==> config.mk <==
export PLATFORM = sky130hd
export DESIGN_NAME = battery_soc_runtime_estimator
export DESIGN_NICKNAME = d
export VERILOG_FILES = /design/src/rtl/core/bse_pkg.sv /design/src/rtl/core/bse_front.sv /design/src/rtl/core/bse_div_cell.sv /design/src/rtl/core/battery_soc_runtime_estimator.sv
export VERILOG_INCLUDE_DIRS = /design/src /design/src/rtl/core
export SDC_FILE = /design/constraint.sdc
export NUM_CORES = 2
export LEC_CHECK = 0
export ABC_AREA = 0
export BUFFER_PORTS_ARGS = -buffer_cell sky130_fd_sc_hd__buf_2
export CAP_MARGIN = 20
export CORE_MARGIN = 2
export CORE_UTILIZATION = 50
export CTS_CLUSTER_SIZE = 40
export DETAILED_ROUTE_END_ITERATION = 8
export PLACE_DENSITY = 0.64
export SYNTH_ARGS = -nofsm -noshare
export SYNTH_HDL_FRONTEND = slang
export SYNTH_SLANG_ARGS = --single-unit
==> constraint.sdc <==
create_clock -name clk -period 9.25 [get_ports clk]
set_clock_uncertainty 0.15 [all_clocks]
set_input_delay 0.925 -clock clk [delete_from_list [all_inputs] [get_ports clk]]
set_output_delay 0.925 -clock clk [all_outputs]
set_load 0.05 [all_outputs]
==> src/rtl/core/battery_soc_runtime_estimator_assert.svh <==
// Assertion macros shared by the estimator RTL.
// Each macro expects signals named clk and rst in the scope where it is used.
`ifndef BATTERY_SOC_RUNTIME_ESTIMATOR_ASSERT_SVH
`define BATTERY_SOC_RUNTIME_ESTIMATOR_ASSERT_SVH

// The condition holds at every clock edge outside reset.
`define BSE_ASSERT_ALWAYS(label, cond) \
  label: assert property (@(posedge clk) disable iff (rst) (cond)) \
    else $error("bse: invariant violated");

// The consequent holds in the same cycle as the antecedent.
`define BSE_ASSERT_IMPLY(label, ante, cons) \
  label: assert property (@(posedge clk) disable iff (rst) (ante) |-> (cons)) \
    else $error("bse: implication violated");

`endif

==> src/rtl/core/bse_pkg.sv <==
// ----------------------------------------------------------------------------
// bse_pkg
// Types, constants and curve tables for the state-of-charge and runtime
// estimator.
// ----------------------------------------------------------------------------
`timescale 1ns / 1ps

package bse_pkg;

  // Field widths.
  localparam int unsigned VOLT_W = 15;
  localparam int unsigned CUR_W  = 18;
  localparam int unsigned MAG_W  = 17;
  localparam int unsigned SOC_W  = 14;
  localparam int unsigned CAP_W  = 20;
  localparam int unsigned RT_W   = 24;
  localparam int unsigned Q_W    = CAP_W + SOC_W;   // capacity times charge
  localparam int unsigned D_W    = 24;              // 100 times current
  localparam int unsigned DSH_W  = D_W + RT_W - 1;  // divisor aligned to top bit
  localparam int unsigned N_W    = 13;              // interpolation numerator
  localparam int unsigned OFS_W  = 11;              // offset inside a segment
  localparam int unsigned NUM_W  = 5;

  // Configuration register indexes.
  typedef enum logic [1:0] {
    CFG_CAPACITY   = 2'd0,
    CFG_CHEMISTRY  = 2'd1,
    CFG_CONFIGURED = 2'd2
  } cfg_idx_t;

  localparam logic CHEM_LFP  = 1'b0;
  localparam logic CHEM_LEAD = 1'b1;

  localparam logic [SOC_W-1:0] LEAD_RESERVE_BP = 14'd5000;
  localparam logic [6:0]       CENTI_SCALE     = 7'd100;
  // Reciprocal of three scaled by two to the fifteenth; exact for N_W bits.
  localparam logic [13:0]      RECIP3          = 14'd10923;

  // Segment slopes reduce to a small numerator over 1, 2, 3 or 4.
  typedef enum logic [1:0] {
    DEN_1,
    DEN_2,
    DEN_3,
    DEN_4
  } den_t;

  typedef struct packed {
    logic [VOLT_W-1:0] v0;
    logic [SOC_W-1:0]  s0;
    logic [NUM_W-1:0]  num;
    den_t              den;
  } seg_t;

  typedef struct packed {
    logic [CAP_W-1:0] capacity;
    logic             chemistry;
    logic             configured;
  } bse_cfg_t;

  // Payload that travels along the divider cells.
  typedef struct packed {
    logic [SOC_W-1:0] soc;
    logic             rv;
    logic             sat;
    logic [Q_W-1:0]   rem;
    logic [DSH_W-1:0] dsh;
    logic [RT_W-1:0]  quot;
  } bse_div_t;

  // Lithium iron phosphate curve.
  localparam int unsigned LFP_PTS = 11;
  localparam logic [VOLT_W-1:0] LFP_MV [LFP_PTS] = '{
    15'd10000, 15'd12000, 15'd12500, 15'd12800, 15'd12900, 15'd13000,
    15'd13100, 15'd13200, 15'd13300, 15'd13400, 15'd13600};
  localparam logic [SOC_W-1:0] LFP_BP [LFP_PTS] = '{
    14'd0, 14'd500, 14'd1000, 14'd1700, 14'd2500, 14'd3500,
    14'd5500, 14'd7500, 14'd9000, 14'd9500, 14'd10000};
  localparam logic [NUM_W-1:0] LFP_NUM [LFP_PTS-1] = '{
    5'd1, 5'd1, 5'd7, 5'd8, 5'd10, 5'd20, 5'd20, 5'd15, 5'd5, 5'd5};
  localparam den_t LFP_DEN [LFP_PTS-1] = '{
    DEN_4, DEN_1, DEN_3, DEN_1, DEN_1, DEN_1, DEN_1, DEN_1, DEN_1, DEN_2};

  // Lead-acid curve.
  localparam int unsigned PB_PTS = 5;
  localparam logic [VOLT_W-1:0] PB_MV [PB_PTS] = '{
    15'd10500, 15'd12000, 15'd12200, 15'd12400, 15'd12700};
  localparam logic [SOC_W-1:0] PB_BP [PB_PTS] = '{
    14'd0, 14'd2500, 14'd5000, 14'd7500, 14'd10000};
  localparam logic [NUM_W-1:0] PB_NUM [PB_PTS-1] = '{
    5'd5, 5'd25, 5'd25, 5'd25};
  localparam den_t PB_DEN [PB_PTS-1] = '{
    DEN_3, DEN_2, DEN_2, DEN_3};

  // Picks the segment of the selected curve that holds the voltage. Outside
  // the curve a flat segment with the end value is returned.
  function automatic seg_t seg_lookup(input logic chem, input logic [VOLT_W-1:0] v);
    seg_t seg;
    seg = '{v0: v, s0: '0, num: '0, den: DEN_1};
    if (chem == CHEM_LFP) begin
      if (v >= LFP_MV[LFP_PTS-1]) begin
        seg.s0 = LFP_BP[LFP_PTS-1];
      end
      for (int i = 0; i < LFP_PTS - 1; i++) begin
        if (v >= LFP_MV[i] && v < LFP_MV[i+1]) begin
          seg = '{v0: LFP_MV[i], s0: LFP_BP[i], num: LFP_NUM[i], den: LFP_DEN[i]};
        end
      end
    end else begin
      if (v >= PB_MV[PB_PTS-1]) begin
        seg.s0 = PB_BP[PB_PTS-1];
      end
      for (int i = 0; i < PB_PTS - 1; i++) begin
        if (v >= PB_MV[i] && v < PB_MV[i+1]) begin
          seg = '{v0: PB_MV[i], s0: PB_BP[i], num: PB_NUM[i], den: PB_DEN[i]};
        end
      end
    end
    return seg;
  endfunction

  // Divides the interpolation numerator by the segment's small denominator.
  function automatic logic [N_W-1:0] div_den(input logic [N_W-1:0] n, input den_t den);
    logic [N_W+14:0] prod;
    logic [N_W-1:0]  res;
    prod = (N_W + 15)'(n) * (N_W + 15)'(RECIP3);
    unique case (den)
      DEN_1:   res = n;
      DEN_2:   res = n >> 1;
      DEN_3:   res = prod[N_W+14:15];
      DEN_4:   res = n >> 2;
      default: res = n;
    endcase
    return res;
  endfunction

endpackage

==> src/rtl/core/bse_front.sv <==
// ----------------------------------------------------------------------------
// bse_front
// Four-stage front end: curve lookup, interpolation, charge and divisor
// products, and set-up of the divider chain.
// ----------------------------------------------------------------------------
`timescale 1ns / 1ps
`include "battery_soc_runtime_estimator_assert.svh"

module bse_front
  import bse_pkg::*;
(
  input  logic                     clk,
  input  logic                     rst,
  input  bse_cfg_t                 cfg,
  input  logic                     up_valid,
  output logic                     up_stall,
  input  logic [VOLT_W-1:0]        voltage_mv,
  input  logic signed [CUR_W-1:0]  current_ma,
  output logic                     dn_valid,
  input  logic                     dn_stall,
  output bse_div_t                 dn_data
);

  logic stall1, stall2, stall3, stall4;
  logic v1, v2, v3, v4;

  // Stage 1 registers.
  logic [N_W-1:0]   s1_n;
  logic [SOC_W-1:0] s1_s0;
  den_t             s1_den;
  logic             s1_rv;
  logic             s1_chem;
  logic [MAG_W-1:0] s1_cur;

  // Stage 2 registers.
  logic [SOC_W-1:0] s2_soc;
  logic [SOC_W-1:0] s2_eff;
  logic             s2_rv;
  logic [MAG_W-1:0] s2_cur;

  // Stage 3 registers.
  logic [SOC_W-1:0] s3_soc;
  logic             s3_rv;
  logic [Q_W-1:0]   s3_q;
  logic [D_W-1:0]   s3_d;

  seg_t             seg;
  logic [OFS_W-1:0] ofs;
  logic             positive;
  logic [SOC_W-1:0] soc_c;

  // A stage holds when it is full and the stage after it holds.
  assign stall4   = v4 & dn_stall;
  assign stall3   = v3 & stall4;
  assign stall2   = v2 & stall3;
  assign stall1   = v1 & stall2;
  assign up_stall = stall1;
  assign dn_valid = v4;

  // Segment selection and the offset inside it.
  assign seg      = seg_lookup(cfg.chemistry, voltage_mv);
  assign ofs      = OFS_W'(voltage_mv - seg.v0);
  assign positive = !current_ma[CUR_W-1] && (current_ma != '0);

  // Interpolated charge.
  assign soc_c = s1_s0 + div_den(s1_n, s1_den);

  // Valid bits of the four stages.
  always_ff @(posedge clk) begin
    if (rst) begin
      v1 <= 1'b0;
      v2 <= 1'b0;
      v3 <= 1'b0;
      v4 <= 1'b0;
    end else begin
      if (!stall1) v1 <= up_valid;
      if (!stall2) v2 <= v1;
      if (!stall3) v3 <= v2;
      if (!stall4) v4 <= v3;
    end
  end

  // Stage 1: segment parameters and the slope product.
  always_ff @(posedge clk) begin
    if (up_valid && !stall1) begin
      s1_n    <= N_W'(seg.num) * N_W'(ofs);
      s1_s0   <= seg.s0;
      s1_den  <= seg.den;
      s1_rv   <= cfg.configured & positive;
      s1_chem <= cfg.chemistry;
      s1_cur  <= current_ma[MAG_W-1:0];
    end
  end

  // Stage 2: charge and the part of it above the lead-acid reserve.
  always_ff @(posedge clk) begin
    if (v1 && !stall2) begin
      s2_soc <= soc_c;
      if (s1_chem == CHEM_LEAD) begin
        s2_eff <= (soc_c > LEAD_RESERVE_BP) ? soc_c - LEAD_RESERVE_BP : '0;
      end else begin
        s2_eff <= soc_c;
      end
      s2_rv  <= s1_rv;
      s2_cur <= s1_cur;
    end
  end

  // Stage 3: remaining charge and the scaled divisor.
  always_ff @(posedge clk) begin
    if (v2 && !stall3) begin
      s3_soc <= s2_soc;
      s3_rv  <= s2_rv;
      s3_q   <= Q_W'(cfg.capacity) * Q_W'(s2_eff);
      s3_d   <= D_W'(s2_cur) * D_W'(CENTI_SCALE);
    end
  end

  // Stage 4: saturation check and the divider's starting point.
  always_ff @(posedge clk) begin
    if (v3 && !stall4) begin
      dn_data.soc  <= s3_soc;
      dn_data.rv   <= s3_rv;
      dn_data.sat  <= {(D_W + RT_W - Q_W)'(0), s3_q} >= {s3_d, RT_W'(0)};
      dn_data.rem  <= s3_q;
      dn_data.dsh  <= {s3_d, (RT_W - 1)'(0)};
      dn_data.quot <= '0;
    end
  end

  `BSE_ASSERT_IMPLY(a_divisor_nonzero, v3 && s3_rv, s3_d != '0)
  `BSE_ASSERT_IMPLY(a_soc_stage_range, v2, s2_soc <= LFP_BP[LFP_PTS-1])

endmodule

==> src/rtl/core/bse_div_cell.sv <==
// ----------------------------------------------------------------------------
// bse_div_cell
// One cell of the restoring divider chain: settles one quotient bit and hands
// the remainder and the halved divisor to the next cell.
// ----------------------------------------------------------------------------
`timescale 1ns / 1ps
`include "battery_soc_runtime_estimator_assert.svh"

module bse_div_cell
  import bse_pkg::*;
(
  input  logic     clk,
  input  logic     rst,
  input  logic     up_valid,
  output logic     up_stall,
  input  bse_div_t up_data,
  output logic     dn_valid,
  input  logic     dn_stall,
  output bse_div_t dn_data
);

  logic vld;
  logic ge;

  assign up_stall = vld & dn_stall;
  assign dn_valid = vld;

  // Trial subtraction of the aligned divisor.
  assign ge = {(DSH_W - Q_W)'(0), up_data.rem} >= up_data.dsh;

  always_ff @(posedge clk) begin
    if (rst) begin
      vld <= 1'b0;
    end else if (!up_stall) begin
      vld <= up_valid;
    end
  end

  // Payload moves on whenever the cell is free.
  always_ff @(posedge clk) begin
    if (up_valid && !up_stall) begin
      dn_data.soc  <= up_data.soc;
      dn_data.rv   <= up_data.rv;
      dn_data.sat  <= up_data.sat;
      dn_data.rem  <= ge ? up_data.rem - Q_W'(up_data.dsh) : up_data.rem;
      dn_data.dsh  <= up_data.dsh >> 1;
      dn_data.quot <= {up_data.quot[RT_W-2:0], ge};
    end
  end

  // Without saturation the remainder stays below the divisor just used.
  `BSE_ASSERT_IMPLY(a_rem_bound, vld && dn_data.rv && !dn_data.sat,
    {(DSH_W + 1 - Q_W)'(0), dn_data.rem} < {dn_data.dsh, 1'b0})

endmodule

==> src/rtl/core/battery_soc_runtime_estimator.sv <==
// ----------------------------------------------------------------------------
// battery_soc_runtime_estimator: an input transfer passes the four front stages, then
// the 24-cell divider chain, to the result. Throughput one item per cycle while the output
// is not stalled; each stage holds one item and empty slots close up under output stall.
// Synchronous reset empties the pipeline and clears all configuration registers.
// ----------------------------------------------------------------------------
`timescale 1ns / 1ps
`include "battery_soc_runtime_estimator_assert.svh"

module battery_soc_runtime_estimator
  import bse_pkg::*;
(
  input  logic                     clk,
  input  logic                     rst,
  input  logic                     cfg_write,
  input  logic [1:0]               cfg_index,
  input  logic [CAP_W-1:0]         cfg_data,
  input  logic                     in_valid,
  output logic                     in_stall,
  input  logic [VOLT_W-1:0]        voltage_mv,
  input  logic signed [CUR_W-1:0]  current_ma,
  output logic                     out_valid,
  input  logic                     out_stall,
  output logic [SOC_W-1:0]         soc_bp,
  output logic [RT_W-1:0]          runtime_centihours,
  output logic                     runtime_valid
);

  bse_cfg_t cfg;
  logic     div_vld   [RT_W+1];
  logic     div_stall [RT_W+1];
  bse_div_t div_data  [RT_W+1];

  // Configuration registers.
  always_ff @(posedge clk) begin
    if (rst) begin
      cfg <= '0;
    end else if (cfg_write) begin
      unique case (cfg_index)
        CFG_CAPACITY:   cfg.capacity   <= cfg_data;
        CFG_CHEMISTRY:  cfg.chemistry  <= cfg_data[0];
        CFG_CONFIGURED: cfg.configured <= cfg_data[0];
        default: ;
      endcase
    end
  end

  // Lookup, interpolation and divider set-up.
  bse_front u_front (
    .clk        (clk),
    .rst        (rst),
    .cfg        (cfg),
    .up_valid   (in_valid),
    .up_stall   (in_stall),
    .voltage_mv (voltage_mv),
    .current_ma (current_ma),
    .dn_valid   (div_vld[0]),
    .dn_stall   (div_stall[0]),
    .dn_data    (div_data[0])
  );

  // Divider chain, one quotient bit per cell, most significant first.
  for (genvar k = 0; k < RT_W; k++) begin : g_cell
    bse_div_cell u_cell (
      .clk      (clk),
      .rst      (rst),
      .up_valid (div_vld[k]),
      .up_stall (div_stall[k]),
      .up_data  (div_data[k]),
      .dn_valid (div_vld[k+1]),
      .dn_stall (div_stall[k+1]),
      .dn_data  (div_data[k+1])
    );
  end

  // Result from the last cell.
  assign div_stall[RT_W]   = out_stall;
  assign out_valid         = div_vld[RT_W];
  assign soc_bp            = div_data[RT_W].soc;
  assign runtime_valid     = div_data[RT_W].rv;
  assign runtime_centihours = !div_data[RT_W].rv ? '0 :
                              div_data[RT_W].sat ? '1 : div_data[RT_W].quot;

  `BSE_ASSERT_IMPLY(a_soc_range, out_valid, soc_bp <= LFP_BP[LFP_PTS-1])
  `BSE_ASSERT_IMPLY(a_stall_chain, in_stall, out_valid && out_stall)

endmodule

==> results by group <==
Synthesis
  • Register area share after synthesis: between 50% and 60%
  • Synth Area per Inst: 13.07 µm²
  • Dominant synthesized flop cell: edfxtp_1
  • Yosys cell types: 93
  • Syn Std Cell Area: 0.1128 mm²
  • Synth warn: 0
  • Post-Synthesis Cells: 8624
  • Post-synth EDFFs: ~2200
  • Register bit total from synthesis: about 2300
  • Post-Syn Nets: 9716
  • Async S/R FF share, synth: 0%

Route
  • Drc violations: 0
  • Initial DRC count: roughly 5100
  • DR vias/cell: about 5.5
  • Top Metal Used: met4
  • WL met1: approximately 100 mm
  • Vias: around 66000
  • Met3 WL: between 10 and 15 mm
  • Initial DRT Pass Iterations: 6
  • DR WL met2: about 120 mm
  • ANT nets after route: 0
  • Final wirelength: between 200 and 250 mm
  • Wire length per cell: around 20 µm

Global routing
  • Initial antenna violation count: 5
  • First-pass GRT wire length: 372.1 mm
  • Vias in the first global route: ~67000
  • Total GRT Usage: approximately a fifth
  • Largest net degree at the start of global routing: 85
  • Congestion Overflow GR: 0

Flow run
  • Max-cap viol count: 0

Critical path
  • R2r setup slk: around 0.55 ns
  • CP top delay family: adder cells
  • R2r endpoint: u_front.s2_eff[4]$_DFFE_PP_
  • Crit-path most repeated cell: fa_1
  • Critical path's slowest cell: fa_1
  • Worst path buffer plus inverter count: 2
  • CP Class: reg -> reg
  • Startpoint types: register
  • Critical path arrival: a little over 9 ns
  • Largest incremental delay on the critical path: around 0.54 ns
  • Crit-path max FO: 9
  • Reg2Reg Depth: 28
  • Setup crit end kind: register
  • WP data required: ~9.7 ns
  • Reg2reg start: u_front.s1_n[9]$_DFFE_PP_

Cells and area
  • Most frequent cells in the layout: edfxtp_1, inv_1, ha_1
  • Most common cell after layout, fill and taps aside: edfxtp_1
  • Nets: ~10000
  • Area growth syn-to-layout: 10.58%
  • Share of cells above drive strength 1: between 9 and 10%
  • Fillers: 18120

Clock tree
  • CTS tree: built
  • Post-CTS Setup Repair Bufs: 0
  • CTS Buf Count: roughly 220
  • Clock root buffer: clkbuf_16
  • Worst-skew pair later-pin latency: ~0.89 ns
  • Clock Tree Buf Depth: 3
  • Reg clk slew, reported paths: around 0.070 ns
  • CTS sink count: between 2000 and 2500
  • Htree depth: 4

Timing
  • Final WS setup: ~0.55 ns
  • Worst slew margin: 25.25%
  • Final hold violations: 0
  • Final worst path period share: ~94%
  • Period minus WS final: 8.696 ns
  • Max-slew violations: 0
  • Achievable Freq: approximately 0.12 GHz
  • Actual slew at the worst max-slew pin: around 1.1 ns
  • Final setup viols: 0

Run status
  • Outcome: complete, no violations

Worst hold path
  • Hold Path End: u_front.s1_cur[14]$_DFFE_PP_
  • Hold Crit Depth: 1
  • Min-Delay Startpoint: current_ma[14]
  • HP Class: in -> reg

Floorplanning
  • Io pins: between 100 and 150
  • Die H: 478.9 µm
  • Die W: roughly 480 µm
  • Core box area: 0.2245 mm²
  • Initial Util: approximately half
  • Row cnt: approximately 170
  • Die area: between 0.2 and 0.25 mm²

Placement
  • Detailed Place HPWL: 180.8 mm
  • Post-Place Setup Slack: between 0.4 and 0.5 ns
  • RD Place Congestion: 0.9403
  • Port bufs: 100

Power
  • Power per Cell Area: roughly 200 mW/mm²
  • Peak VDD IR: 0.2403 mV
  • Tot Pwr: roughly 25 mW
  • Leak pwr: around 48 nW
layer usage:
metal | up-vias | global-route usage (%)
li1 | 31640 | -
met5 | - | 0
met2 | 1626 | 36.01
met1 | 32670 | 26.65
met3 | 391 | 3.050
met4 | 0 | 6.305
worst max path at each step:
stage | cells after the start | from | endpoint
finish | 28 | u_front.s1_n[9]$_DFFE_PP_ | u_front.s2_eff[4]$_DFFE_PP_
floorplan | 7 | out_stall | g_cell[13].u_cell.dn_data[0]$_DFFE_PP_
global placement | 28 | u_front.s1_n[9]$_DFFE_PP_ | u_front.s2_eff[4]$_DFFE_PP_
global route | 28 | u_front.s1_n[9]$_DFFE_PP_ | u_front.s2_eff[4]$_DFFE_PP_
CTS | 28 | u_front.s1_n[9]$_DFFE_PP_ | u_front.s2_eff[4]$_DFFE_PP_
detailed placement | 28 | u_front.s1_n[9]$_DFFE_PP_ | u_front.s2_eff[4]$_DFFE_PP_
what timing repair did:
action / CTS / global route
resized for setup: 0 / 1
endpoints found under the hold margin: 2 / 0
endpoints found under the setup margin: 0 / 4
hold buffers: 2 / 0
where the power goes:
group / internal [mW] / leakage, nW / switching, mW
Clock: 5.00 / 3.56 / 3.94
Combinational: 1.98 / 24.3 / 2.75
Sequential: 11.3 / 20.3 / 0.269
layout make-up:
cell class / count / area [µm²] / area share, %
multi-input cells: 5182 / 41270 / 33.10
clock buffers: 264 / 5806 / 4.656
inverters: 1018 / 3821 / 3.064
repair buffers: 190 / 1227 / 0.9844
well taps: 2992 / 3744 / 3.002
flip-flops and latches: 2257 / 67270 / 53.95
clock inverters: 151 / 1546 / 1.240
diodes: 1 / 2.502 / 0.002007
logic make-up after synthesis:
| logic type | after synthesis | synth area share (%) |
|---|---|---|
| compound gates | 1524 | 8.448 |
| xor+xnor | 442 | 3.433 |
| fa+ha+maj | 1032 | 13.59 |
| buf+inv | 1185 | 4.024 |
| flops | 2257 | 59.66 |
| mux | 225 | 2.308 |
| simple gates | 1959 | 8.536 |
synth_stat cells, types with 30 or more instances:
cell | n | share of area, %
a21boi_0 | 43 | 0.29
o31ai_1 | 35 | 0.23
nor3_1 | 109 | 0.48
o21ai_0 | 353 | 1.6
and3_1 | 31 | 0.17
and2_1 | 127 | 0.70
nand4_1 | 73 | 0.41
nand3_1 | 95 | 0.42
mux2i_1 | 35 | 0.31
dfxtp_1 | 50 | 0.89
fa_1 | 321 | 5.7
nand2b_1 | 78 | 0.43
nor4_1 | 126 | 0.70
a21oi_1 | 491 | 2.2
nor2b_1 | 93 | 0.52
o21a_1 | 95 | 0.63
mux2_2 | 180 | 1.8
nor2_1 | 485 | 1.6
edfxtp_1 | 2207 | 59
ha_1 | 711 | 7.9
o21bai_1 | 52 | 0.35
nand2_1 | 567 | 1.9
a31oi_1 | 49 | 0.27
a21o_1 | 164 | 1.1
clkbuf_1 | 124 | 0.41
xnor2_1 | 290 | 2.3
inv_1 | 1016 | 3.4
a211oi_1 | 30 | 0.20
xor2_1 | 152 | 1.2
state kept, by name, summed over array words and instances, names as in the netlist, 2 cells and up:
name	flops
u_front.s1_n	13
u_front.s2_soc	14
u_front.s1_den	2
u_front.s3_soc	14
u_front.dn_data	72
u_front.s2_cur	17
cfg	22
u_front.s1_s0	12
g_cell.u_cell.dn_valid	24
u_front.s3_q	34
g_cell.u_cell.dn_data	1972
u_front.s1_cur	17
u_front.s3_d	22
u_front.s2_eff	14
stage by stage:
step / hold slack [ns] / cells / utilization [%] / setup TNS (ns) / instance area (µm²)
3_3_place_gp: 0.2502 / 11630 / 52.22 / 0 / 117200
3_5_place_dp: 0.2545 / 11630 / 52.22 / 0 / 117200
2_1_floorplan: 0.2503 / 8624 / - / 0 / 112800
5_1_grt: 0.01424 / 12060 / 55.55 / -0.003276 / 124700
4_1_cts: 0.002869 / 12050 / 55.51 / 0 / 124600
6_report: 0.09302 / 12060 / 55.55 / 0 / 124700
No activity file was read; power rests on OpenSTA's default activity.
